==> src/design/sisplit_pkg.sv <==
// Shared types and constants for the sub-step interval splitter.
// Used by the controller, the datapath and the top level.
package sisplit_pkg;

	localparam int TIME_BITS = 64;
	localparam int FRAC_BITS = 32;
	localparam int DIVN_BITS = 2 * FRAC_BITS + 1;
	localparam int DIVD_BITS = FRAC_BITS + 1;
	localparam int CFG_IDX_BITS = 3;

	localparam logic [FRAC_BITS:0] FONE = {1'b1, {FRAC_BITS{1'b0}}};
	localparam logic [2*FRAC_BITS:0] FHALF = (2*FRAC_BITS+1)'(1) << (FRAC_BITS - 1);

	localparam logic [CFG_IDX_BITS-1:0] REG_SHRINK_MODE = 3'd0;
	localparam logic [CFG_IDX_BITS-1:0] REG_SHRINK_FACTOR = 3'd1;
	localparam logic [CFG_IDX_BITS-1:0] REG_STEP_COUNT = 3'd2;
	localparam logic [CFG_IDX_BITS-1:0] REG_MIN_STEP_LEN = 3'd3;
	localparam logic [CFG_IDX_BITS-1:0] REG_STEP_LIMIT = 3'd4;

	typedef enum logic [1:0] {
		MUL_POW = 2'd0,
		MUL_HI = 2'd1,
		MUL_LO = 2'd2
	} mul_sel_t;

	typedef enum logic [1:0] {
		F_HOLD = 2'd0,
		F_ONE = 2'd1,
		F_DIV = 2'd2,
		F_FREE = 2'd3
	} f_sel_t;

	typedef struct packed {
		logic load;
		logic div_go;
		logic div_geo;
		logic dt_set;
		logic e_lin;
		logic mul_go;
		mul_sel_t mul_sel;
		logic pow_upd;
		logic pow_init;
		logic den_set;
		logic k_init;
		logic k_inc;
		f_sel_t f_sel;
		logic acc_set;
		logic e_scale;
		logic emit;
		logic fin;
	} cmd_t;

	typedef struct packed {
		logic empty;
		logic linear;
		logic n_zero;
		logic k_lt_n;
		logic k_eq_n;
		logic num_ge_den;
		logic f_one;
		logic div_busy;
		logic cur_lt_stop;
		logic k_le_lim;
		logic e_gt_cur;
		logic step_short;
		logic out_free;
	} status_t;

endpackage

==> src/design/sisplit_ctrl.sv <==
// Controller state machine sequencing the datapath for all three modes.
// Depends on sisplit_pkg for command and status structs.
module sisplit_ctrl (
	input logic clk,
	input logic arst_n,
	input logic s_tvalid,
	output logic s_tready,
	input sisplit_pkg::status_t sts,
	output sisplit_pkg::cmd_t cmd
);
	import sisplit_pkg::*;

	typedef enum logic [19:0] {
		S_IDLE  = 20'h00001,
		S_SETUP = 20'h00002,
		S_LDIV  = 20'h00004,
		S_LSTEP = 20'h00008,
		S_LEMIT = 20'h00010,
		S_GPOW  = 20'h00020,
		S_GPOWU = 20'h00040,
		S_GK    = 20'h00080,
		S_GDIV  = 20'h00100,
		S_GEMIT = 20'h00200,
		S_GNEXT = 20'h00400,
		S_FLOOP = 20'h00800,
		S_FEMIT = 20'h01000,
		S_FPOW  = 20'h02000,
		S_FPOWF = 20'h04000,
		S_FCHK  = 20'h08000,
		S_SC0   = 20'h10000,
		S_SC1   = 20'h20000,
		S_SC2   = 20'h40000,
		S_FIN   = 20'h80000
	} state_t;

	typedef enum logic [1:0] {
		PH_GEO = 2'd0,
		PH_FA = 2'd1,
		PH_FB = 2'd2
	} phase_t;

	state_t state_q, state_d;
	phase_t ph_q, ph_d;
	state_t ret_st;

	always_comb begin
		case (ph_q)
			PH_GEO: ret_st = S_GEMIT;
			PH_FA: ret_st = S_FEMIT;
			PH_FB: ret_st = S_FCHK;
			default: ret_st = S_GEMIT;
		endcase
	end

	always_comb begin
		state_d = state_q;
		ph_d = ph_q;
		cmd = '0;
		cmd.mul_sel = MUL_POW;
		cmd.f_sel = F_HOLD;
		s_tready = 1'b0;
		case (state_q)
			S_IDLE: begin
				s_tready = 1'b1;
				if (s_tvalid) begin
					cmd.load = 1'b1;
					state_d = S_SETUP;
				end
			end
			S_SETUP: begin
				if (sts.empty)
					state_d = S_IDLE;
				else if (sts.linear) begin
					cmd.div_go = 1'b1;
					state_d = S_LDIV;
				end else begin
					cmd.pow_init = 1'b1;
					cmd.k_init = 1'b1;
					state_d = sts.n_zero ? S_FLOOP : S_GPOW;
				end
			end
			S_LDIV: begin
				if (!sts.div_busy) begin
					cmd.dt_set = 1'b1;
					state_d = S_LSTEP;
				end
			end
			S_LSTEP: begin
				if (sts.cur_lt_stop) begin
					cmd.e_lin = 1'b1;
					state_d = S_LEMIT;
				end else
					state_d = S_FIN;
			end
			S_LEMIT: begin
				if (sts.out_free) begin
					cmd.emit = 1'b1;
					state_d = S_LSTEP;
				end
			end
			S_GPOW: begin
				if (sts.k_lt_n) begin
					cmd.mul_go = 1'b1;
					state_d = S_GPOWU;
				end else begin
					cmd.den_set = 1'b1;
					cmd.pow_init = 1'b1;
					cmd.k_init = 1'b1;
					state_d = S_GK;
				end
			end
			S_GPOWU: begin
				cmd.pow_upd = 1'b1;
				cmd.k_inc = 1'b1;
				state_d = S_GPOW;
			end
			S_GK: begin
				ph_d = PH_GEO;
				if (sts.k_eq_n || sts.num_ge_den) begin
					cmd.f_sel = F_ONE;
					state_d = S_SC0;
				end else begin
					cmd.div_go = 1'b1;
					cmd.div_geo = 1'b1;
					state_d = S_GDIV;
				end
			end
			S_GDIV: begin
				if (!sts.div_busy) begin
					cmd.f_sel = F_DIV;
					state_d = S_SC0;
				end
			end
			S_GEMIT: begin
				if (sts.out_free) begin
					cmd.emit = sts.e_gt_cur;
					cmd.mul_go = 1'b1;
					state_d = S_GNEXT;
				end
			end
			S_GNEXT: begin
				cmd.pow_upd = 1'b1;
				cmd.k_inc = 1'b1;
				state_d = sts.k_eq_n ? S_FIN : S_GK;
			end
			S_FLOOP: begin
				if (sts.k_le_lim && sts.cur_lt_stop) begin
					cmd.f_sel = F_FREE;
					ph_d = PH_FA;
					state_d = S_SC0;
				end else
					state_d = S_FIN;
			end
			S_FEMIT: begin
				if (!sts.e_gt_cur)
					state_d = S_FIN;
				else if (sts.out_free) begin
					cmd.emit = 1'b1;
					cmd.mul_go = 1'b1;
					state_d = S_FPOW;
				end
			end
			S_FPOW: begin
				cmd.pow_upd = 1'b1;
				state_d = S_FPOWF;
			end
			S_FPOWF: begin
				cmd.f_sel = F_FREE;
				ph_d = PH_FB;
				state_d = S_SC0;
			end
			S_FCHK: begin
				if (sts.step_short)
					state_d = S_FIN;
				else begin
					cmd.k_inc = 1'b1;
					state_d = S_FLOOP;
				end
			end
			S_SC0: begin
				if (sts.f_one) begin
					cmd.e_scale = 1'b1;
					state_d = ret_st;
				end else begin
					cmd.mul_go = 1'b1;
					cmd.mul_sel = MUL_HI;
					state_d = S_SC1;
				end
			end
			S_SC1: begin
				cmd.acc_set = 1'b1;
				cmd.mul_go = 1'b1;
				cmd.mul_sel = MUL_LO;
				state_d = S_SC2;
			end
			S_SC2: begin
				cmd.e_scale = 1'b1;
				state_d = ret_st;
			end
			S_FIN: begin
				if (sts.out_free) begin
					cmd.fin = 1'b1;
					state_d = S_IDLE;
				end
			end
			default: state_d = S_IDLE;
		endcase
	end

	always_ff @(posedge clk or negedge arst_n) begin
		if (!arst_n) begin
			state_q <= S_IDLE;
			ph_q <= PH_GEO;
		end else begin
			state_q <= state_d;
			ph_q <= ph_d;
		end
	end
endmodule

==> config.mk <==
export PLATFORM = sky130hd
export DESIGN_NAME = sisplit_ctrl
export DESIGN_NICKNAME = d
export VERILOG_FILES = /design/src/design/sisplit_pkg.sv /design/src/design/sisplit_ctrl.sv
export SDC_FILE = /design/constraint.sdc
export NUM_CORES = 1
export LEC_CHECK = 0
export ABC_AREA = 1
export BUFFER_PORTS_ARGS = -buffer_cell sky130_fd_sc_hd__buf_2
export CORE_ASPECT_RATIO = 1.2
export CORE_MARGIN = 2
export CORE_UTILIZATION = 49
export CTS_CLUSTER_DIAMETER = 60
export CTS_CLUSTER_SIZE = 28
export DETAILED_ROUTE_END_ITERATION = 8
export PLACE_DENSITY = 0.79
export SKIP_CTS_REPAIR_TIMING = 1
export SLEW_MARGIN = 15
export SYNTH_ARGS = -nofsm -noshare
export SYNTH_HDL_FRONTEND = slang
export SYNTH_SLANG_ARGS = --single-unit
export TNS_END_PERCENT = 20
==> constraint.sdc <==
create_clock -name clk -period 4.3 [get_ports clk]
set_input_delay 0.645 -clock clk [delete_from_list [all_inputs] [get_ports clk]]
set_output_delay 0.645 -clock clk [all_outputs]
set_load 0.005 [all_outputs]
==> results_dict.tcl, run 1 <==
set metrics [dict create \
    antenna_found_initial 0 \
    die_area_um2 3850 \
    cts-root-buf "clkbuf_8" \
    start_kind "flip-flop" \
    synth_edf_count 0 \
    ys.flop_type "dfrtp_1" \
    p_leak_nw 1.15 \
    setup_viol 0 \
    fin_skew_ns 0.00362 \
    first_pass_iters 4 \
    status "finished clean" \
    worstMarginPinSlew_ns 0.495 \
    worstPathArrival_ns 1.90 \
    synth.top_cell.area_share_pct 31.8 \
    io_buffers 35 \
    vias_per_cell 5.27 \
    multiInputGateArea_um2 913 \
    worstPathRequired_ns 3.65 \
    path_class "reg -> out" \
    seq_area_frac_synth_pct 33.4 \
    coreArea_um2 3280 \
    irDropWorstVdd_v 0.000236 \
    place_ws_ns 2.05 \
    drc 0 \
    clk-insertion-delay-late_ns 0.26 \
    syn_area_per_cell_um2 7.21 \
    syn_nets 247 \
    grt_pass1_wl_mm 6.37 \
    max_clock_freq_mhz 392 \
    ant_nets 0 \
    hpwl_mm 3.28 \
    nets 285 \
    ys_ff_latch 22 \
    synth_top_area_cell "dfrtp_1" \
    power.density_nw_per_um2 341 \
    maxCapViolations 0 \
    ff_latch_area_um2 552 \
    async_flop_share_pct 100 \
    htreeDepth 1 \
    fillers 339 \
    syn_to_final_growth_pct 15.6 \
    hold_violations 0 \
    worst_setup_path_end_kind "output pin" \
    core.rowCount 23 \
    clkSinkCount 22 \
    cts_inserted_buffers 3 \
    synth_area_um2 1650 \
    clock_path_buffers 2 \
    final.period_utilization_pct 59.3 \
    grt_max_degree 23 \
    synthCells 229 \
    synth_cell_types 32 \
    rsz0062_at_grt "no" \
    gr-total-overflow 0 \
    vias 1596 \
    drive_above_1_share_pct 28.6 \
    crit_fanout 13 \
    slew_headroom_pct 67.0 \
    slew_violations 0 \
    pin_count 36 \
    drt_first_iter_violations 90 \
    synth-warning-count 0 \
    hold_path_class "in -> async" \
    die_h_um 67.6 \
    setup_ws_ns 1.75 \
    clkSlewWorstSetupHoldPaths_ns 0.08 \
    wl_per_cell_um 13.0 \
    min_period_ns 2.55 \
    antennaDiodeCount 0 \
    track_usage_pct 21.6 \
    wl_mm 3.93 \
    synth_area_leaders "dfrtp_1 (32%), inv_1 (9.8%), nor2_1 (7.7%)" \
    fin_setup_tns_ns 0 \
    grt_pass1_vias 1466 \
    place_congestion 0.920 \
    die_w_um 57 \
    cts_tree "built" \
    initial_utilization_pct 50.3 \
]
-- cell families after synthesis --
group,Yosys count,share of synthesized area (%)
AND/OR/NAND/NOR,136,43.6
buffers and inverters,46,11.3
AO/OA/AOI/OAI,23,10.2
adder cells (fa/ha/maj),2,1.51
flip-flops,22,33.4
-- placed cells by master, fill, tap and decap left out, drive strengths merged --
cell,count
ha,2
nand4,1
and2,2
buf,35
or2,1
o21a,1
dfstp,1
inv,44
clkbuf,4
o21ai,12
nand3b,2
nor3,15
nor2,48
o21bai,2
o22ai,2
nand3,28
a21oi,5
o211ai,1
nand2,39
dfrtp,21
-- metal layers --
| metal | GRT usage [%] | vias up | part of all wire (%) |
|---|---|---|---|
| met4 | 8.14 | 0 | 2.6 |
| met1 | 27.3 | 711 | 41 |
| met3 | 2.87 | 13 | 7.9 |
| li1 | - | 798 | - |
| met5 | 0 | - | 0 |
| met2 | 37.5 | 74 | 49 |
-- cells in the mapped netlist (2+ instances only) --
library cell  instances
nand2_1              32
nor3_1               14
o21ai_0               6
nor2_8                2
a21oi_1               4
nand3b_1              2
and2_1                2
o21ai_2               6
nor2_1               34
dfrtp_1              21
nor2_2                9
nand2_2               4
o22ai_1               2
nand3_2               2
nand3_1              25
inv_1                43
nor2_4                3
ha_1                  2
nand2_4               3
-- area by class of cell --
cell class                 count  area share (%)
inverter                      44            8.78
tap                           37            2.42
clock buffer                   4            2.88
sequential                    22            28.9
timing repair buffer          35            9.17
multi-input combinational    161            47.8
-- flip-flops by register name, indices dropped and copies added, names as in the netlist --
signal / count
state_q: 20
ph_q: 2
-- path summary, 6_finish.rpt --
| kind | startpoint | endpoint | slack, ns | depth (start not counted) |
|---|---|---|---|---|
| setup / recovery | state_q[13] | cmd[9] | 1.75 | 8 |
| hold / removal | arst_n | ph_q[0] | 0.34 | 1 |
| setup reg to reg | state_q[13] | state_q[2] | 2.42 | 9 |
| hold reg to reg | ph_q[1] | ph_q[1] | 0.51 | 2 |
| max in group asynchronous | arst_n | state_q[0] | 3.61 | 1 |
| min in group clk | ph_q[1] | ph_q[1] | 0.51 | 2 |
-- where the power goes --
| group | internal, mW | leakage, nW | switching, mW |
|---|---|---|---|
| registers | 0.230 | 0.297 | 0.0161 |
| logic | 0.0871 | 0.824 | 0.168 |
| clock network | 0.0816 | 0.0288 | 0.0676 |
| total | 0.399 | 1.15 | 0.252 |
-- per-stage QoR --
stage / instance area, um2 / std cells / hold WS, ns / power, mW / util, %
global placement: 1850 / 299 / 0.496 / 0.504 / 56.5
CTS: 1910 / 303 / 0.354 / 0.653 / 58.2
detailed placement: 1850 / 299 / 0.496 / 0.506 / 56.5
global route: 1910 / 303 / 0.367 / 0.694 / 58.2
finish: 1910 / 303 / 0.338 / 0.651 / 58.2
floorplan: 1650 / 229 / 0.349 / 0.444 / -
-- critical path, cell delays in order, from the launching register on --
cell and delay, ns:
dfrtp_1 0.41, nor2_2 0.15, nand2_2 0.11, nor2_4 0.32
nand3_1 0.18, nor2_1 0.20, inv_1 0.08, nand2_1 0.08
buf_2 0.11
Note: power is estimated with default switching activity, not from simulation.
==> run 2, diff against run 1 <==
PLACE_DENSITY = 0.82   (was 0.79)
clock period = 2.1 ns   (was 4.3 ns; I/O delays follow)
==> run 2 against run 1 <==
  * The run now ends with negative setup slack left
  * Global-route usage rose by 0.79 points
  * Final cell count increased by 5.9%
  * Design area increased by 15%
  * Register-to-register slack got worse by 2.2 ns
  * Combinational power rose to 2.7 times the previous value
  * First-iteration DRC count rose by 86%
  * Power grew 130%
  * Critical endpoint is now cmd[13]
  * Critical path type unchanged
  * Hold slack got worse by 0.32 ns
  * Clock power is 110% higher
  * Non-clock buffer count up 15
  * Clock skew is 0.0037 ns higher
==> results_dict.tcl, run 2 (same netlist as run 1, synthesis figures left out) <==
set metrics [dict create \
    first_pass_iters 6 \
    finalInstanceArea_um2 2190 \
    clkSinkCount 22 \
    stdcell_count 321 \
    gr-total-overflow 0 \
    slew_headroom_pct 65.8 \
    top_register "state_q" \
    grt_max_degree 23 \
    wl_mm 5.12 \
    crit_fanout 5 \
    worstPathRequired_ns 1.78 \
    r2r_end "state_q[2]" \
    cts_tree "built" \
    worst_setup_path_end_kind "output pin" \
    fin_skew_ns 0.00735 \
    drive_above_1_share_pct 37.3 \
    maxCapViolations 0 \
    die_h_um 67.6 \
    antennaDiodeCount 0 \
    htreeDepth 1 \
    place_ws_ns 0.124 \
    finalPower_mw 1.52 \
    irDropWorstVdd_v 0.000624 \
    hold_slack_ns 0.0151 \
    dp_cells 299 \
    fillers 260 \
    nets 303 \
    worstPathArrival_ns 1.85 \
    clkSlewWorstSetupHoldPaths_ns 0.09 \
    vias 1854 \
    pin_count 36 \
    rsz0062_at_grt "yes" \
    power.density_nw_per_um2 693 \
    reg2reg_slack_ns 0.24 \
    final.period_utilization_pct 103 \
    path_class "reg -> out" \
    setup_viol 6 \
    worstMarginPinSlew_ns 0.513 \
    r2r.worst_path.cells 10 \
    final_common_cell "inv_1" \
    grt_pass1_vias 1509 \
    slew_violations 0 \
    rr_startpoint "state_q[9]" \
    top_regs "state_q: 20 flops, ph_q: 2 flops" \
    die_w_um 57 \
    min_period_ns 2.17 \
    wl_per_cell_um 16.0 \
    place_congestion 0.920 \
    start_kind "flip-flop" \
    clk-insertion-delay-late_ns 0.26 \
    vias_per_cell 5.78 \
    largest_reg_flops 20 \
    ant_nets 0 \
    status "finished with violations" \
    p_leak_nw 1.26 \
    io_buffers 35 \
    clock_path_buffers 2 \
    placed_area_um2 1850 \
    hold_path_class "in -> async" \
    die_area_um2 3850 \
    failed_checks "negative setup slack" \
    crit_path_end "cmd[13]" \
    grt_pass1_wl_mm 6.61 \
    coreArea_um2 3280 \
    final_cell_mix "inv_1 (43), buf_2 (35), nand2_1 (31)" \
    startpoint "state_q[9]" \
    core.rowCount 23 \
    hpwl_mm 3.32 \
    track_usage_pct 22.4 \
    hold_violations 0 \
    drt_first_iter_violations 167 \
    syn_to_final_growth_pct 32.5 \
    drc 0 \
    fin_setup_tns_ns -0.288 \
    cts-root-buf "clkbuf_8" \
    initial_utilization_pct 50.3 \
    post-route-util_pct 66.7 \
    antenna_found_initial 0 \
    setup_ws_ns -0.0694 \
    cts_inserted_buffers 3 \
    max_clock_freq_mhz 461 \
]
[run 2: area by class of cell]
type / instances / area (um2) / area share (%)
Tap cell: 37 / 46.3 / 2.12
Clock buffer: 4 / 55.1 / 2.52
Inverter: 44 / 168 / 7.66
Sequential cell: 22 / 552 / 25.2
Timing Repair Buffer: 50 / 288 / 13.2
Multi-Input combinational cell: 164 / 1080 / 49.3
[run 2: critical path: stages, from the launching register on]
cell and delay (ns):
dfrtp_1 0.41, nor2_2 0.20, nand2_4 0.12, nor2_4 0.22
buf_4 0.17, nand3_4 0.11, nor2_4 0.15, nor3_1 0.05
nand2_1 0.06, buf_2 0.10
[run 2: where the power goes]
part,switching [mW],internal (mW),total (mW)
logic,0.449,0.243,0.692
clock network,0.141,0.167,0.308
registers,0.0445,0.472,0.516
[run 2: how the worst min path moves through the flow]
stage | start | end | slack, ns | cells past startpoint
floorplan | arst_n | ph_q[0] | 0.02 | 0
global placement | arst_n | ph_q[1] | 0.30 | 1
detailed placement | arst_n | state_q[8] | 0.31 | 1
CTS | arst_n | state_q[17] | 0.03 | 1
global route | arst_n | state_q[16] | 0.04 | 1
finish | arst_n | state_q[16] | 0.02 | 1
[run 2: metal layers]
layer	track usage, %	wire, um	vias up
li1	-	-	842
met5	0	0	-
met2	40.5	2540	144
met4	6.98	234	0
met1	27.8	1810	837
met3	2.49	534	31
